[src/rtl/kli_pkg.sv]
// ----------------------------------------------------------------------------
// Keyframe interpolator package
// Shared widths, codes and the command and status bundles.
// ----------------------------------------------------------------------------
package kli_pkg;

  localparam int unsigned MAX_KEYS_DEF = 64;
  localparam int unsigned TIME_W       = 32;
  localparam int unsigned VAL_W        = 32;
  localparam int unsigned FRAC_W       = 16;
  localparam int unsigned IDX_IN_W     = 6;
  localparam int unsigned CNT_IN_W     = 7;
  localparam int unsigned S_TDATA_W    = 168;
  localparam int unsigned M_TDATA_W    = 96;

  typedef enum logic [1:0] {
    STATUS_OK     = 2'd0,
    STATUS_BEFORE = 2'd1,
    STATUS_AFTER  = 2'd2,
    STATUS_EMPTY  = 2'd3
  } status_e;

  typedef enum logic [1:0] {
    AXIS_X = 2'd0,
    AXIS_Y = 2'd1,
    AXIS_Z = 2'd2
  } axis_e;

  typedef struct packed {
    logic [TIME_W-1:0] t;
    logic [VAL_W-1:0]  x;
    logic [VAL_W-1:0]  y;
    logic [VAL_W-1:0]  z;
  } key_t;

  typedef struct packed {
    logic    key_wr;
    logic    q_load;
    logic    idx_clr;
    logic    idx_inc;
    logic    prev_load;
    logic    nxt_load;
    logic    res_empty;
    logic    res_key;
    status_e res_status;
    logic    div_start;
    logic    mul_step;
    logic    acc_step;
    logic    out_load;
  } cmd_t;

  typedef struct packed {
    logic n_zero;
    logic n_one;
    logic q_lt_cur;
    logic q_eq_cur;
    logic cur_last;
    logic div_busy;
    logic axis_last;
    logic out_free;
  } sts_t;

endpackage

[src/rtl/kli_ctrl.sv]
// ----------------------------------------------------------------------------
// Keyframe interpolator controller
// Sequences loads, the key scan, the divide, the three multiplies and output.
// ----------------------------------------------------------------------------
module kli_ctrl (
  input  logic          clk_i,
  input  logic          rst_ni,
  input  logic          in_valid_i,
  input  logic          in_mode_i,
  output logic          in_ready_o,
  input  kli_pkg::sts_t sts_i,
  output kli_pkg::cmd_t cmd_o
);

  typedef enum logic [7:0] {
    S_IDLE  = 8'b0000_0001,
    S_FETCH = 8'b0000_0010,
    S_FIRST = 8'b0000_0100,
    S_SCAN  = 8'b0000_1000,
    S_DIV   = 8'b0001_0000,
    S_MUL   = 8'b0010_0000,
    S_ACC   = 8'b0100_0000,
    S_DONE  = 8'b1000_0000
  } state_e;

  state_e state_q, state_d;

  assign in_ready_o = state_q == S_IDLE;

  always_comb begin
    state_d = state_q;
    cmd_o   = '0;
    unique case (state_q)
      S_IDLE: begin
        if (in_valid_i) begin
          if (!in_mode_i) begin
            cmd_o.key_wr = 1'b1;
          end else begin
            cmd_o.q_load = 1'b1;
            if (sts_i.n_zero) begin
              cmd_o.res_empty = 1'b1;
              state_d         = S_DONE;
            end else begin
              cmd_o.idx_clr = 1'b1;
              state_d       = S_FETCH;
            end
          end
        end
      end
      S_FETCH: begin
        cmd_o.idx_inc = 1'b1;
        state_d       = S_FIRST;
      end
      S_FIRST: begin
        cmd_o.idx_inc = 1'b1;
        if (sts_i.n_one) begin
          cmd_o.res_key    = 1'b1;
          cmd_o.res_status = kli_pkg::STATUS_OK;
          state_d          = S_DONE;
        end else if (sts_i.q_lt_cur) begin
          cmd_o.res_key    = 1'b1;
          cmd_o.res_status = kli_pkg::STATUS_BEFORE;
          state_d          = S_DONE;
        end else begin
          cmd_o.prev_load = 1'b1;
          state_d         = S_SCAN;
        end
      end
      S_SCAN: begin
        if (sts_i.q_lt_cur) begin
          cmd_o.nxt_load  = 1'b1;
          cmd_o.div_start = 1'b1;
          state_d         = S_DIV;
        end else if (sts_i.cur_last) begin
          cmd_o.res_key    = 1'b1;
          cmd_o.res_status = sts_i.q_eq_cur ? kli_pkg::STATUS_OK : kli_pkg::STATUS_AFTER;
          state_d          = S_DONE;
        end else begin
          cmd_o.prev_load = 1'b1;
          cmd_o.idx_inc   = 1'b1;
        end
      end
      S_DIV: begin
        if (!sts_i.div_busy) begin
          state_d = S_MUL;
        end
      end
      S_MUL: begin
        cmd_o.mul_step = 1'b1;
        state_d        = S_ACC;
      end
      S_ACC: begin
        cmd_o.acc_step = 1'b1;
        state_d        = sts_i.axis_last ? S_DONE : S_MUL;
      end
      S_DONE: begin
        if (sts_i.out_free) begin
          cmd_o.out_load = 1'b1;
          state_d        = S_IDLE;
        end
      end
      default: begin
        state_d = S_IDLE;
      end
    endcase
  end

  always_ff @(posedge clk_i or negedge rst_ni) begin
    if (!rst_ni) begin
      state_q <= S_IDLE;
    end else begin
      state_q <= state_d;
    end
  end

endmodule

[config.mk]
export PLATFORM = sky130hd
export DESIGN_NAME = kli_ctrl
export DESIGN_NICKNAME = d
export VERILOG_FILES = /design/src/rtl/kli_pkg.sv /design/src/rtl/kli_ctrl.sv
export SDC_FILE = /design/constraint.sdc
export NUM_CORES = 1
export LEC_CHECK = 0
export ABC_AREA = 1
export BUFFER_PORTS_ARGS = -buffer_cell sky130_fd_sc_hd__buf_4
export CAP_MARGIN = 20
export CORE_MARGIN = 3
export CORE_UTILIZATION = 48
export DETAILED_ROUTE_END_ITERATION = 12
export HOLD_SLACK_MARGIN = 0.06
export MAX_ROUTING_LAYER = met4
export PLACE_DENSITY = 0.84
export SLEW_MARGIN = 20
export SYNTH_ARGS = -nofsm -noshare
export SYNTH_HDL_FRONTEND = slang
export SYNTH_SLANG_ARGS = --single-unit
[constraint.sdc]
create_clock -name clk_i -period 1.6 [get_ports clk_i]
set_input_delay 0.24 -clock clk_i [delete_from_list [all_inputs] [get_ports clk_i]]
set_output_delay 0.24 -clock clk_i [all_outputs]
set_load 0.005 [all_outputs]
### Word-level counts from Yosys, hierarchy flattened

Index checks and enable logic that the tools add are counted.

* equal/unequal tests: 13
* multiplexer cells: 38
* reduce and logical (&&, ||, !) cells: 2

Operators with widths (number)
* $mux 8: 10
* $pmux 8 s8: 1
* $mux 3: 6
* $mux 1: 14
* $eq 8x1->1 const B: 1
* $eq 8x2->1 const B: 1
* $eq 8x3->1 const B: 1
* $eq 8x4->1 const B: 1
* $eq 8x5->1 const B: 1
* $eq 8x6->1 const B: 1
* $eq 8x7->1 const B: 1
* $eq 8x8->1 const B: 1
* $mux 2: 4
* $ne 2x2->1 const B: 4
* $pmux 3 s2: 1
* $reduce_and 5->1: 1
* $pmux 1 s2: 2
* $ne 3x3->1 const B: 1
* $reduce_or 2->1: 1

* register bits after elaboration: 8
* input bits: 12
* output and inout bits: 15
* logic and storage cells: 54

### Longest topological paths before layout

Gate-level depths: netlist of the first run.

* depth after elaboration: 4
* mapped depth: 9
* mapped depth without buffers: 9

### Worst setup path after synthesis of the first run

No wires, ideal clock.

* kind: reg-to-output
* start: reg state_q[7]
* end: out cmd_o[8] (netlist bit)
* arrival time: 1.113 ns
* data required time: 1.360 ns
* path slack: 0.247 ns
* stages on the path, launching flop included: 7
* buffers on the path: 1
* cells stage by stage: dfrtp_1 > nor2_4 > nand3_4 > nor2_2 > inv_1 > nor2_1 > buf_4

RTL lines
* start: declaration: RTL line kli_ctrl.sv:26 `state_e state_q, state_d;`
* start signal: assignment: RTL line kli_ctrl.sv:112 `state_q <= state_d;`
* end: declaration: RTL line kli_ctrl.sv:12 `output kli_pkg::cmd_t cmd_o`

==> results.md, run 1 <==
* Status: finished, violations left
* Failing checks: setup timing
* Setup crit start kind: flop
* R2R cell count at 10
* Yosys warns at 0
* Rel. slew slack at 82.3%
* Max IR drop VDD at 0.778 mV
* Sink Count at 8
* Synth-to-layout area growth at 57.8%
* DR pass1 iterations at 4
* Post-DRT Antenna Nets at 0
* Worst skew pair latency at 0.26 ns
* Net count, final at 168
* Cell breakdown of the critical path: nor2_4 -> nand3_4 -> nor2_4 -> inv_2 -> nor3_2 -> buf_4
* TritonCTS clock tree: built
* Hold Violations, Final at 0
* M3 GR Usage at 4.69%
* Placed insts at 154
* Vias per cell at 5.47
* Synth Net Count at 125
* Largest area contributor in the netlist: dfrtp_1
* Max FO, Critical Path at 4
* Final Skew at 0.00840 ns
* Largest net degree at the start of global routing at 9
* Avg Cell Area, Syn at 6.90 µm²
* Main area contributors after synthesis: dfrtp_1, nand2_1, nand3_1
* CP Capture Type: output port
* Detailed router's first-iteration violation count at 24
* Final cycle utilization of the critical path at 110%
* CTS Root Cell: clkbuf_4
* Min Tclk post-route at 1.76 ns
* Setup ws final at -0.164 ns
* Antenna violations before repair at 0
* Biggest register: state_q
* Sequential power share at 19.0%
* Layout cell share with drive strength beyond 1 at 59.4%
* Setup CP Type: flop to output port
* IO Port Bufs at 26
* Synth cell count leaders: nand2_1, nor2_1, nand3_1
* Clock Power Share at 11.7%
* Switching Share at 47.7%
* Least-Margin Pin Slew at 0.265 ns
* Gr ovfl total at 0
* Main synth FF type: dfrtp_1
* Number of fill cells in the layout at 75
* Clock buffer depth at 2
* Residual DRC at 0
* Global-route wire length before repair at 3.61 mm
* Vias at 930
* Pwr Total at 1.50 mW
* Antenna diodes at 0
* Yosys reg bits at 8
* Setup-failing EPs final at 13
* Vias in the first global route at 832
* Post-DP HPWL at 1.54 mm
* WL final at 2.75 mm
* Syn Std Cell Area at 779 µm²
* Met2 Use GR at 44.0%
* EDFF count, synth at 0
* Max FFs per register at 8
* Core area at 1420 µm²
* RD Place Congestion at 0.876
* DIE AREA at 2140 µm²
* Int Pwr at 786 µW
* Hold WC Path Type: primary input to flop
* Max Freq at 567 MHz
* Dpl ws at 0.158 ns
* Max stage delay cell, worst path: dfrtp_1
* Met1 Use GR at 27.9%
* Clock transition at path regs at 0.06 ns
* Comb power frac at 69.3%
* Arr. time, crit path at 1.52 ns
* CP max stage delay at 0.44 ns
* Most common cell on crit path: nor2_4
* Hold path depth at 2
* CTS Buf Count at 3
* Cells after synthesis at 113
* Crit path max-delay family: simple AND/OR/NAND/NOR gates
* Die height at 46.3 µm
* Non-Filler Instances at 170
* # IOs at 27
* Top-area cell type share of the netlist area at 22.5%
* Max Cap Violations at 0
* Worst path depth at 6
* Async S/R FF share, synth at 100%
* RSZ-0062 raised after global routing: true
* Power Dens Cells at 1220 nW/µm²
* Post-synthesis sequential area ratio at 25.8%
* GR peak layer: met2
* Routed len/inst at 16.1 µm
* CP bufs+invs at 2
* Hold slack at 0.207 ns
* Initial core utilization at 55.1%
* Die Width at 46.3 µm
* Switch Pwr at 717 µW
* Total track usage at 24.5%
* H-tree depth at 1
* Leak pwr at 0.642 nW
* Req. time, crit path at 1.36 ns
* Slew Limit Fails at 0
* Row cnt at 13
* Layout Utilization at 86.9%
* Distinct cells, synth at 19
* Regs by FF count: state_q (8)
* Most frequent cell after synthesis: nand2_1
==> worst paths after layout <==
check / start / to / slack (ns)
min in group asynchronous: rst_ni / state_q[4] / 0.37
min: sts_i[7] / state_q[1] / 0.21
max reg2reg: state_q[6] / state_q[0] / 0.02
max: state_q[7] / cmd_o[11] / -0.16
min reg2reg: state_q[1] / state_q[2] / 0.59
max in group asynchronous: rst_ni / state_q[0] / 1.01
==> stage by stage <==
step           area (µm²)  setup TNS (ns)
6_report             1230           -1.44
3_3_place_gp          993               0
4_1_cts              1130          -0.472
3_5_place_dp          993               0
2_1_floorplan         779               0
5_1_grt              1230           -2.60
==> cell families after synthesis <==
logic type             synth area share [%]
AOI/OAI and AO/OA                      2.89
buffers and inverters                  11.1
and+or+nand+nor                        60.2
DFF                                    25.8
==> power by group through the flow <==
stage                     clock [mW]  combinational (mW)  sequential [mW]
after floorplan                    0               0.532            0.280
after global placement             0               0.724            0.283
after detailed placement           0               0.737            0.284
after CTS                      0.172               0.834            0.281
after global routing           0.187                1.11            0.292
final                          0.176                1.04            0.285
==> cell type report <==
type                       instances  area, µm²  area share, %
clock buffer                       4       26.3           2.14
inverter                          21       78.8           6.41
sequential                         8        204           16.6
tap                               15       18.8           1.53
timing repair buffer              39        314           25.5
multi-input combinational         83        588           47.8
==> placed cells by master (no fill, tap or decap), types with 3 or more instances in the layout <==
master / n
nor2_2: 7
dfrtp_1: 5
nand3_2: 3
nand3_1: 13
nor2_1: 10
inv_2: 11
inv_1: 10
clkbuf_4: 3
buf_4: 33
buf_6: 5
nand2_4: 5
nor3_2: 4
nand2_1: 19
nor2_4: 9
nand3_4: 3
==> routing by layer <==
layer	wire [µm]	part of all wire (%)	up-vias
li1	-	-	439
met1	1120	41	443
met2	1420	52	42
met3	156	5.7	6
met4	50	1.8	0
met5	0	0	-
==> repair_timing <==
item | 4_1_cts | 5_1_grt
buffers inserted | 7 | 4
setup endpoints to repair | 11 | 15
gates resized for setup | 12 | 20
endpoints found under the hold margin | 8 | 0
pin swaps | 11 | 13
hold buffers | 1 | 0
Power figures use the tool's default switching activity.
==> run 2: changes to the inputs <==
Settings changed: PLACE_DENSITY 0.84 to 0.86.
==> results.md, run 2 (synthesis results as in run 1) <==
* Hold path start: sts_i[7]
* Post-DRT Antenna Nets at 0
* Vias in the first global route at 871
* Max IR drop VDD at 0.810 mV
* CTS Buf Count at 3
* Hold Violations, Final at 0
* Hold EP: state_q[1]
* WL final at 2.69 mm
* Setup ws final at -0.122 ns
* Min Tclk post-route at 1.72 ns
* Commonest non-fill, non-tap cell in the layout: buf_4
* DIE AREA at 2140 µm²
* Worst Setup SP: state_q[6]
* Rel. slew slack at 79.4%
* Die height at 46.3 µm
* Worst r2r src: state_q[0]
* Row cnt at 13
* Hold path depth at 2
* CP Capture Type: output port
* Power Dens Cells at 1200 nW/µm²
* # IOs at 27
* Max FO, Critical Path at 4
* Residual DRC at 0
* Routed len/inst at 15.7 µm
* Post-DP HPWL at 1.60 mm
* Biggest register: state_q
* M3 GR Usage at 5.08%
* RSZ-0062 raised after global routing: true
* Setup TNS at -1.01 ns
* Max Freq at 581 MHz
* Net count, final at 169
* TritonCTS clock tree: built
* Synth-to-layout area growth at 57.9%
* GR peak layer: met2
* Status: finished, violations left
* Max FFs per register at 8
* Final Skew at 0.00759 ns
* Leak pwr at 0.649 nW
* Gr ovfl total at 0
* R2r endpoint: state_q[0]
* Final cycle utilization of the critical path at 108%
* Vias per cell at 5.66
* H-tree depth at 1
* Layout cell share with drive strength beyond 1 at 59.6%
* Die Width at 46.3 µm
* Detailed router's first-iteration violation count at 40
* Setup crit start kind: flop
* Setup CP Type: flop to output port
* Core area at 1420 µm²
* Failing checks: setup timing
* Most frequent cells in the layout: buf_4, nand2_1, inv_2
* Initial core utilization at 55.1%
* Antenna diodes at 0
* Met2 Use GR at 43.7%
* DR pass1 iterations at 4
* Met1 Use GR at 28.3%
* Least-Margin Pin Slew at 0.308 ns
* Design Area, Final at 1230 µm²
* Hold WC Path Type: primary input to flop
* Slew Limit Fails at 0
* Total track usage at 25.2%
* R2R setup slack at -0.02 ns
* Antenna violations before repair at 0
* Worst skew pair latency at 0.27 ns
* Clock buffer depth at 2
* CTS Root Cell: clkbuf_4
* Clock transition at path regs at 0.06 ns
* RD Place Congestion at 0.900
* Largest net degree at the start of global routing at 9
* Req. time, crit path at 1.36 ns
* Sink Count at 8
* IO Port Bufs at 26
* Global-route wire length before repair at 3.71 mm
* Post-DP Area at 993 µm²
* Setup-failing EPs final at 16
* R2R cell count at 11
* Arr. time, crit path at 1.48 ns
* Regs by FF count: state_q (8)
* Vias at 968
* Max Cap Violations at 0
==> run 2: per-layer routing <==
layer	share of wire, %	up-vias
li1	-	439
met1	36	450
met3	7.4	19
met5	0	-
met4	5.5	0
met2	51	60
==> run 2: area by class of cell <==
type	count	area, µm²
multi-input combinational	83	588
timing repair buffer	40	318
sequential	8	201
fill	74	184
inverter	21	78.8
clock buffer	4	26.3
tap	15	18.8
==> run 2: power by group <==
| part | switching (mW) | internal [mW] | leakage, nW | total (mW) |
|---|---|---|---|---|
| combinational | 0.578 | 0.427 | 0.527 | 1.00 |
| sequential | 0.0460 | 0.244 | 0.107 | 0.290 |
| clock | 0.0865 | 0.0965 | 0.0150 | 0.183 |
==> run 2: how the worst max path moves through the flow <==
stage                endpoint  slack [ns]  depth (start not counted)
floorplan            cmd_o[8]        0.25                          6
global placement     cmd_o[9]        0.19                          8
detailed placement   cmd_o[9]        0.15                          8
CTS                  cmd_o[9]       -0.11                          8
global route        cmd_o[11]       -0.18                          6
finish              cmd_o[11]       -0.12                          6
==> run 2: metrics by stage <==
step	setup slack, ns	power [mW]	utilization [%]	cells	hold WS (ns)
6_report	-0.122	1.48	87.0	171	0.191
4_1_cts	-0.109	1.27	78.2	164	0.179
2_1_floorplan	0.247	0.813	-	113	-0.0556
5_1_grt	-0.183	1.57	87.0	171	0.185
3_5_place_dp	0.151	1.02	70.2	154	0.0641
3_3_place_gp	0.189	1.00	70.2	154	0.0619
==> run 2: timing repair <==
item / 4_1_cts / 5_1_grt
hold buffers: 1 / 0
resized for setup: 10 / 20
pin swaps: 7 / 12
endpoints found under the hold margin: 8 / 0
setup buffers: 5 / 7
gates cloned: 0 / 0
endpoints found under the setup margin: 11 / 15
==> run 2: worst max-delay path, cell delays in order (launching register included) <==
cell	delay [ns]
dfrtp_1	0.43
nor2_4	0.16
nand3_4	0.13
nor2_4	0.14
inv_2	0.07
nor3_2	0.13
buf_4	0.14
